`src/design/matrix_multiply_4x4_assert.svh`:
```
// assertion macros used by the matrix multiplier top level
`ifndef MATRIX_MULTIPLY_4X4_ASSERT_SVH
`define MATRIX_MULTIPLY_4X4_ASSERT_SVH

// same-cycle implication, clocked on clk, off while rst_n is low
`define MM4_ASSERT_NOW(label, ante, cons, msg) \
  label: assert property (@(posedge clk) disable iff (!rst_n) (ante) |-> (cons)) \
    else $error(msg);

// next-cycle implication, clocked on clk, off while rst_n is low
`define MM4_ASSERT_NEXT(label, ante, cons, msg) \
  label: assert property (@(posedge clk) disable iff (!rst_n) (ante) |=> (cons)) \
    else $error(msg);

`endif

```
`src/design/mm4_pkg.sv`:
```
// types, constants and microcode program of the matrix multiplier
package mm4_pkg;

  localparam int FRAC_BITS = 16;
  localparam int CELLS     = 16;
  localparam logic [3:0] LAST_CELL = 4'd15;

  typedef logic [2:0] step_t;

  localparam step_t STEP_LOAD    = 3'd0;
  localparam step_t STEP_CLEAR   = 3'd1;
  localparam step_t STEP_MAC     = 3'd2;
  localparam step_t STEP_DRAIN_A = 3'd3;
  localparam step_t STEP_DRAIN_B = 3'd4;
  localparam step_t STEP_EMIT    = 3'd5;
  localparam step_t STEP_NEXT    = 3'd6;
  localparam step_t STEP_RETURN  = 3'd7;

  typedef enum logic [2:0] {
    COND_NEXT,
    COND_NOT_LAST,
    COND_TERM_MORE,
    COND_OUT_BUSY,
    COND_CELL_MORE,
    COND_ALWAYS
  } cond_t;

  // datapath controls of one microcode step
  typedef struct packed {
    logic accept_in;
    logic clr;
    logic issue;
    logic emit;
  } ctrl_t;

  typedef struct packed {
    ctrl_t ctrl;
    cond_t cond;
    step_t target;
  } uword_t;

  // flags the datapath reports back
  typedef struct packed {
    logic term_last;
    logic cell_wrap;
  } dp_stat_t;

  // everything the sequencer branches on
  typedef struct packed {
    logic last_pair;
    logic out_busy;
    logic term_last;
    logic cell_wrap;
  } seq_stat_t;

  function automatic uword_t mm4_ucode(input step_t s);
    uword_t w;
    unique case (s)
      STEP_LOAD:    w = '{'{1'b1, 1'b0, 1'b0, 1'b0}, COND_NOT_LAST,  STEP_LOAD};
      STEP_CLEAR:   w = '{'{1'b0, 1'b1, 1'b0, 1'b0}, COND_NEXT,      STEP_LOAD};
      STEP_MAC:     w = '{'{1'b0, 1'b0, 1'b1, 1'b0}, COND_TERM_MORE, STEP_MAC};
      STEP_DRAIN_A: w = '{'{1'b0, 1'b0, 1'b0, 1'b0}, COND_NEXT,      STEP_LOAD};
      STEP_DRAIN_B: w = '{'{1'b0, 1'b0, 1'b0, 1'b0}, COND_NEXT,      STEP_LOAD};
      STEP_EMIT:    w = '{'{1'b0, 1'b0, 1'b0, 1'b1}, COND_OUT_BUSY,  STEP_EMIT};
      STEP_NEXT:    w = '{'{1'b0, 1'b0, 1'b0, 1'b0}, COND_CELL_MORE, STEP_CLEAR};
      STEP_RETURN:  w = '{'{1'b0, 1'b0, 1'b0, 1'b0}, COND_ALWAYS,    STEP_LOAD};
    endcase
    return w;
  endfunction

endpackage

```
`src/design/matrix_multiply_4x4.sv`:
```
// top level of the 4x4 fixed-point matrix multiplier
//
//  channel  dir  tdata fields (low bit up)                      tlast         tuser
//  in_      in   left_element, right_element                    final_pair    -
//  out_     out  product_index, product_value                   product_last  -
//
// loading takes one element pair a cycle; the pair with tlast starts the product
// each product element runs clear, 16 half-width multiply passes through the one shared
// multiplier, the pipeline drain steps DRAIN_A and DRAIN_B, emit and branch
// after all 16 product elements are emitted, loading opens again
// a stalled output register holds the sequencer in its emit step
// rst_n clears the step counter, counters and output valid; the stores are not cleared
`include "matrix_multiply_4x4_assert.svh"

module matrix_multiply_4x4 import mm4_pkg::*; #(
  parameter int DATA_WIDTH = 32
) (
  input  logic clk,
  input  logic rst_n,
  input  logic in_tvalid,
  output logic in_tready,
  // left_element, right_element, zero pad to bytes
  input  logic [((2 * DATA_WIDTH + 7) / 8) * 8 - 1:0] in_tdata,
  input  logic in_tlast,
  output logic out_tvalid,
  input  logic out_tready,
  // product_index, product_value, zero pad to bytes
  output logic [((4 + DATA_WIDTH + 7) / 8) * 8 - 1:0] out_tdata,
  output logic out_tlast
);

  localparam int DW    = DATA_WIDTH;
  localparam int OUT_W = ((4 + DW + 7) / 8) * 8;

  ctrl_t     ctrl;
  dp_stat_t  dp_stat;
  seq_stat_t seq_stat;

  logic          in_fire, emit_fire, out_busy;
  logic [3:0]    cell_idx;
  logic [DW-1:0] value;

  logic          out_valid_r;
  logic [3:0]    out_index_r;
  logic [DW-1:0] out_value_r;
  logic          out_last_r;
  logic          out_last_ok;

  // input only open in the load step
  assign in_tready = ctrl.accept_in;
  assign in_fire   = in_tvalid & in_tready;

  // a result may be loaded in the same cycle the old one leaves
  assign out_busy  = out_valid_r & ~out_tready;
  assign emit_fire = ctrl.emit & ~out_busy;

  assign seq_stat.last_pair = in_fire & in_tlast;
  assign seq_stat.out_busy  = out_busy;
  assign seq_stat.term_last = dp_stat.term_last;
  assign seq_stat.cell_wrap = dp_stat.cell_wrap;

  mm4_seq u_seq (
    .clk    (clk),
    .rst_n  (rst_n),
    .stat_i (seq_stat),
    .ctrl_o (ctrl)
  );

  mm4_dp #(
    .DATA_WIDTH (DW)
  ) u_dp (
    .clk         (clk),
    .rst_n       (rst_n),
    .ctrl_i      (ctrl),
    .load_we_i   (in_fire),
    .load_last_i (in_tlast),
    .left_i      (in_tdata[DW-1:0]),
    .right_i     (in_tdata[2*DW-1:DW]),
    .emit_i      (emit_fire),
    .stat_o      (dp_stat),
    .cell_o      (cell_idx),
    .value_o     (value)
  );

  // output register
  always_ff @(posedge clk) begin
    if (!rst_n) begin
      out_valid_r <= 1'b0;
    end else if (emit_fire) begin
      out_valid_r <= 1'b1;
    end else if (out_tready) begin
      out_valid_r <= 1'b0;
    end
  end

  always_ff @(posedge clk) begin
    if (emit_fire) begin
      out_index_r <= cell_idx;
      out_value_r <= value;
      out_last_r  <= (cell_idx == LAST_CELL);
    end
  end

  assign out_tvalid = out_valid_r;
  assign out_tdata  = OUT_W'({out_value_r, out_index_r});
  assign out_tlast  = out_last_r;

  // tlast agrees with the final index
  assign out_last_ok = (out_tlast == (out_index_r == LAST_CELL));

  // loading never overlaps the product sequence
  `MM4_ASSERT_NOW(a_load_excl, in_tready, !(ctrl.issue || ctrl.emit || ctrl.clr), "load overlap")
  // the pair with tlast closes the input until the product is done
  `MM4_ASSERT_NEXT(a_last_closes, in_fire && in_tlast, !in_tready, "input open after last")
  // an emitted element shows up with tlast only on the final index
  `MM4_ASSERT_NEXT(a_emit_lands, emit_fire, out_tvalid && out_last_ok, "emit lost or mismarked")

endmodule

```
`src/design/mm4_seq.sv`:
```
// microcode sequencer: step counter, program rom and branch logic
module mm4_seq import mm4_pkg::*; (
  input  logic      clk,
  input  logic      rst_n,
  input  seq_stat_t stat_i,
  output ctrl_t     ctrl_o
);

  step_t  step_r, step_nxt;
  uword_t uw;
  logic   take;

  assign uw     = mm4_ucode(step_r);
  assign ctrl_o = uw.ctrl;

  always_comb begin
    unique case (uw.cond)
      COND_NEXT:      take = 1'b0;
      COND_NOT_LAST:  take = !stat_i.last_pair;
      COND_TERM_MORE: take = !stat_i.term_last;
      COND_OUT_BUSY:  take = stat_i.out_busy;
      COND_CELL_MORE: take = !stat_i.cell_wrap;
      COND_ALWAYS:    take = 1'b1;
      default:        take = 1'b0;
    endcase
    step_nxt = take ? uw.target : step_t'(step_r + 3'd1);
  end

  always_ff @(posedge clk) begin
    if (!rst_n) begin
      step_r <= STEP_LOAD;
    end else begin
      step_r <= step_nxt;
    end
  end

endmodule

```
`src/design/mm4_dp.sv`:
```
// datapath: element stores, shared half-width multiplier, accumulator, saturation
module mm4_dp import mm4_pkg::*; #(
  parameter int DATA_WIDTH = 32
) (
  input  logic                  clk,
  input  logic                  rst_n,
  input  ctrl_t                 ctrl_i,
  input  logic                  load_we_i,
  input  logic                  load_last_i,
  input  logic [DATA_WIDTH-1:0] left_i,
  input  logic [DATA_WIDTH-1:0] right_i,
  input  logic                  emit_i,
  output dp_stat_t              stat_o,
  output logic [3:0]            cell_o,
  output logic [DATA_WIDTH-1:0] value_o
);

  localparam int DW = DATA_WIDTH;
  localparam int H  = (DW + 1) / 2;   // low half width
  localparam int HI = DW - H;         // high half width
  localparam int PW = 2 * H + 2;      // partial product width
  localparam int AW = 2 * DW + 2;     // exact sum of four products

  logic [DW-1:0] left_mem  [CELLS];
  logic [DW-1:0] right_mem [CELLS];

  logic [3:0] load_pos_r;
  logic [3:0] term_r;   // k in [3:2], half select in [1:0]
  logic [3:0] cell_r;
  logic [3:0] laddr, raddr;

  logic [DW-1:0] lrd_r, rrd_r;
  logic          s1_valid_r, s2_valid_r;
  logic [1:0]    s1_part_r, s2_shift_r;

  logic signed [H:0]    a_op, b_op;
  logic signed [PW-1:0] pp_r;
  logic signed [AW-1:0] pp_ext, addend, acc_r, sh;
  logic [AW-DW:0]       hi_bits;
  logic                 fits;

  // row + 4k for the left store, k + 4col for the right store
  assign laddr = {term_r[3:2], cell_r[1:0]};
  assign raddr = {cell_r[3:2], term_r[3:2]};

  always_ff @(posedge clk) begin
    if (load_we_i) begin
      left_mem[load_pos_r]  <= left_i;
      right_mem[load_pos_r] <= right_i;
    end
    lrd_r <= left_mem[laddr];
    rrd_r <= right_mem[raddr];
  end

  always_ff @(posedge clk) begin
    if (!rst_n) begin
      load_pos_r <= '0;
      term_r     <= '0;
      cell_r     <= '0;
      s1_valid_r <= 1'b0;
      s2_valid_r <= 1'b0;
    end else begin
      if (load_we_i) begin
        load_pos_r <= load_last_i ? 4'd0 : load_pos_r + 4'd1;
      end
      if (ctrl_i.clr) begin
        term_r <= '0;
      end else if (ctrl_i.issue) begin
        term_r <= term_r + 4'd1;
      end
      if (emit_i) begin
        cell_r <= cell_r + 4'd1;
      end
      s1_valid_r <= ctrl_i.issue;
      s2_valid_r <= s1_valid_r;
    end
  end

  // signed high half, unsigned low half, both in h+1 signed bits
  always_comb begin
    a_op = s1_part_r[1] ? signed'({{(H + 1 - HI){lrd_r[DW-1]}}, lrd_r[DW-1:H]})
                        : signed'({1'b0, lrd_r[H-1:0]});
    b_op = s1_part_r[0] ? signed'({{(H + 1 - HI){rrd_r[DW-1]}}, rrd_r[DW-1:H]})
                        : signed'({1'b0, rrd_r[H-1:0]});
  end

  always_ff @(posedge clk) begin
    s1_part_r  <= term_r[1:0];
    pp_r       <= a_op * b_op;
    s2_shift_r <= {1'b0, s1_part_r[1]} + {1'b0, s1_part_r[0]};
  end

  always_comb begin
    pp_ext = signed'({{(AW - PW){pp_r[PW-1]}}, pp_r});
    unique case (s2_shift_r)
      2'd0:    addend = pp_ext;
      2'd1:    addend = pp_ext <<< H;
      2'd2:    addend = pp_ext <<< (2 * H);
      default: addend = '0;
    endcase
  end

  always_ff @(posedge clk) begin
    if (ctrl_i.clr) begin
      acc_r <= '0;
    end else if (s2_valid_r) begin
      acc_r <= acc_r + addend;
    end
  end

  // arithmetic shift then clamp to data width
  always_comb begin
    sh      = acc_r >>> FRAC_BITS;
    hi_bits = sh[AW-1:DW-1];
    fits    = (&hi_bits) | ~(|hi_bits);
    if (fits) begin
      value_o = sh[DW-1:0];
    end else if (acc_r[AW-1]) begin
      value_o = {1'b1, {(DW - 1){1'b0}}};
    end else begin
      value_o = {1'b0, {(DW - 1){1'b1}}};
    end
  end

  assign cell_o           = cell_r;
  assign stat_o.term_last = (term_r == LAST_CELL);
  assign stat_o.cell_wrap = (cell_r == 4'd0);

endmodule
```
`config.mk`:
```
export PLATFORM = sky130hd
export DESIGN_NAME = matrix_multiply_4x4
export DESIGN_NICKNAME = d
export VERILOG_FILES = /design/src/design/mm4_pkg.sv /design/src/design/matrix_multiply_4x4.sv /design/src/design/mm4_seq.sv /design/src/design/mm4_dp.sv
export VERILOG_INCLUDE_DIRS = /design/src /design/src/design
export SDC_FILE = /design/constraint.sdc
export NUM_CORES = 2
export LEC_CHECK = 0
export ABC_AREA = 1
export BUFFER_PORTS_ARGS = -buffer_cell sky130_fd_sc_hd__buf_2
export CAP_MARGIN = 20
export CORE_MARGIN = 5
export CORE_UTILIZATION = 25
export CTS_CLUSTER_SIZE = 10
export DETAILED_ROUTE_END_ITERATION = 12
export HOLD_SLACK_MARGIN = 0.02
export SLEW_MARGIN = 20
export SYNTH_ARGS = -nofsm -noshare
export SYNTH_HDL_FRONTEND = slang
export SYNTH_SLANG_ARGS = --single-unit
export TNS_END_PERCENT = 20
```
`constraint.sdc`:
```
create_clock -name clk -period 6.87 [get_ports clk]
set_input_delay 0.3435 -clock clk [delete_from_list [all_inputs] [get_ports clk]]
set_output_delay 0.3435 -clock clk [all_outputs]
set_load 0.05 [all_outputs]
```
==> results.ini <==
[synthesis]
synth-edff-count=1061
yosys_warnings=0
synth_area_leaders=edfxtp_1 50%, fa_1 9.4%, dfxtp_1 6.1%, nor2_1 5.5%, o21ai_0 5.3%
syn_area_sq_mm=0.06350
syn_inst=5986
ys_ff_latch=1255
synth_top_area_frac=0.5018
ys_types=56
syn_avg_cell_area_sq_um=10.61
yosysTopAreaCell=edfxtp_1
seq_area_frac_synth=0.5629
synth-main-ff-cell=edfxtp_1
async_flop_share=0

[job]
maxCapViolCount=0

[routing]
drc=0
drt-initial-drc-count=3880
vias=44861
wire_per_inst_microns=19.57
dr.pass1.iters=6
vias_per_cell=4.669
ant_nets=0
wirelength_microns=188000

[clock_network]
clk_pin_slew_ps=50
cts_buffer_depth=3
cts-buffers-inserted=149
cts_sinks=1255
htree_num_levels=4
clk_latency_ps=810
clockRootBuffer=clkbuf_16
cts_tree=yes

[worst_setup_path]
cp_slowest_stage_delay_ps=550
path_buf_inv=7
r2r_end=u_dp.pp_r[28]
worstPathArrival_ps=7130
r2r_start=u_dp.s1_part_r[0]
cp.required_ps=7560
cp_top_family=adder cells
worstSetupStartpointType=flip-flop
crit_path_top_delay_cell=fa_1
worstSetupEndpoint=u_dp.pp_r[28]
path_class=flip-flop to flip-flop
reg2regPathDepth=24
cp_num_cells=24
reg2reg_slack_ps=430
critPathLaunch=u_dp.s1_part_r[0]
cp_max_fo=14
end_kind=flip-flop
path_cells=inv_1, or2_2, o21ai_1, buf_4, nor2_1, fa_1, inv_1, fa_1, fa_1, inv_1, fa_1, fa_1, inv_1, fa_1, inv_1, ha_1, nand2_1, nor2_1, inv_1, nor3_1, nand2_1, o211ai_1, a21oi_1, xnor2_1

[global_route]
antenna_found_initial=13
grt.total_usage=0.1382
grt_max_degree=195
grt_pass1_vias=44643
grt_pass1_wl_microns=282100
gr-total-overflow=0

[die]
fp-row-count=185
coreArea_sq_mm=0.2535
die_w_microns=514.0
dieArea_sq_mm=0.2642
ioPinCount=112
initial_core_util=0.2505
fp.dieH_microns=514.0

[sta]
finClkSkew_ps=55.70
setup_violations=0
setup_tns_ps=0
worstMarginPinSlew_ps=1018
fmax_mhz=155.3
period_minus_slack_ps=6439
final.period_utilization=0.9373
rsz0062_at_grt=false
slew_viol_final=0
maxSlewHeadroom=0.3213
finalHoldViolCount=0

[run_status]
status=finished clean

[placed_design]
dpl-instance-area_sq_mm=0.06805
portBuffers=107
routabilityCongestion=0.9490
hpwl_microns=124200

[cells_and_area]
nets=6656
syn2layout_area_growth_pct=15.46
final_common_cell=edfxtp_1
final_cell_area_sq_mm=0.07331
final_util=0.2893
drive_above_1_share=0.08369
mostFrequentLayoutCells=1061 x edfxtp_1, 909 x nor2_1, 739 x inv_1, 665 x o21ai_0, 654 x nand2_1

[worst_hold_path]
worstHoldStart=out_tready
hp-class=input port to flip-flop

-- area by class of cell --
| class | count | area, sq um |
|---|---|---|
| Inverter | 768 | 2912 |
| Sequential cell | 1255 | 35760 |
| Clock buffer | 233 | 4064 |
| Fill cell | 26087 | 180100 |
| Tap cell | 3366 | 4212 |
| Timing Repair Buffer | 268 | 1967 |
| Multi-Input combinational cell | 3686 | 23910 |
| Clock inverter | 27 | 473.0 |
| Antenna cell | 6 | 15.01 |
-- cells by family after synthesis --
| logic type | after synthesis | synth area share |
|---|---|---|
| other cells | 1 | 0.00005906 |
| compound gates | 1278 | 0.1183 |
| flops | 1255 | 0.5629 |
| mux | 2 | 0.0003153 |
| buf+inv | 1048 | 0.06321 |
| simple gates | 1874 | 0.1201 |
| fa+ha+maj | 459 | 0.1256 |
| xor+xnor | 69 | 0.009517 |
-- worst min-delay path, delay by kind of cell --
kind / cells / cell delay [ps]
simple gates: 3 / 350
buf+inv: 1 / 80
-- worst min path at each step --
| stage | to | slack (ps) | depth (start not counted) |
|---|---|---|---|
| 2_1_floorplan | u_dp.s1_part_r[1] | 350 | 0 |
| 3_3_place_gp | u_dp.s1_part_r[1] | 390 | 0 |
| 3_5_place_dp | u_dp.s1_part_r[1] | 380 | 0 |
| 4_1_cts | out_tvalid | 50 | 4 |
| 5_1_grt | out_tvalid | 80 | 4 |
| 6_report | out_tvalid | 80 | 4 |
-- routing by layer --
metal,vias to the layer above,global-route usage,share of wire
met4,8,0.04012,0.025
li1,20703,-,-
met1,22410,0.1862,0.44
met5,-,0,0.00026
met3,273,0.02138,0.062
met2,1467,0.2304,0.48
-- registers in the layout (all words and copies together), names as in the netlist --
register	cells
u_dp.load_pos_r	4
u_seq.uw	8
out_value_r	32
u_dp.term_r	4
u_dp.cell_o	4
out_tvalid	1
out_index_r	4
u_dp.rrd_r	32
u_dp.s1_part_r	2
u_dp.acc_r	66
u_dp.lrd_r	32
u_dp.s2_shift_r	2
u_dp.pp_r	34
u_dp.s2_valid_r	1
out_tlast	1
u_seq.step_r	3
u_dp.s1_valid_r	1
u_dp.right_mem	512
u_dp.left_mem	512
-- timing repair --
action / CTS / global route
hold endpoints to repair: 1037 / 0
resized for setup: 0 / 7
buffers inserted: 0 / 1
hold buffers: 69 / 0
setup endpoints to repair: 0 / 10
-- cells in the mapped netlist (all sizes together), types with 6 or more instances --
cell type / instances
nand3: 170
nand4: 22
a21oi: 179
a21o: 9
o21bai: 16
edfxtp: 1061
nor2: 939
dfxtp: 194
o22ai: 132
inv: 762
xnor2: 20
fa: 297
o21ai: 705
o211ai: 56
nand2: 675
ha: 162
buf: 66
clkinv: 6
xor2: 49
clkbuf: 214
o221ai: 159
or2: 29
nor4: 14
o21a: 9
nor3: 18
-- stage by stage --
stage	hold WS [ps]	worst slack, ps	std cells
final	76.02	430.8	9609
after CTS	45.67	55.84	9602
after global placement	392.8	41.63	9273
after detailed placement	379.4	62.85	9273
after floorplan	354.6	823.0	5989
after global routing	80.34	32.04	9604
Power is left out: the tool's default activity adds up to more than one toggle a clock period on the data nets, which glitch-free logic cannot reach.
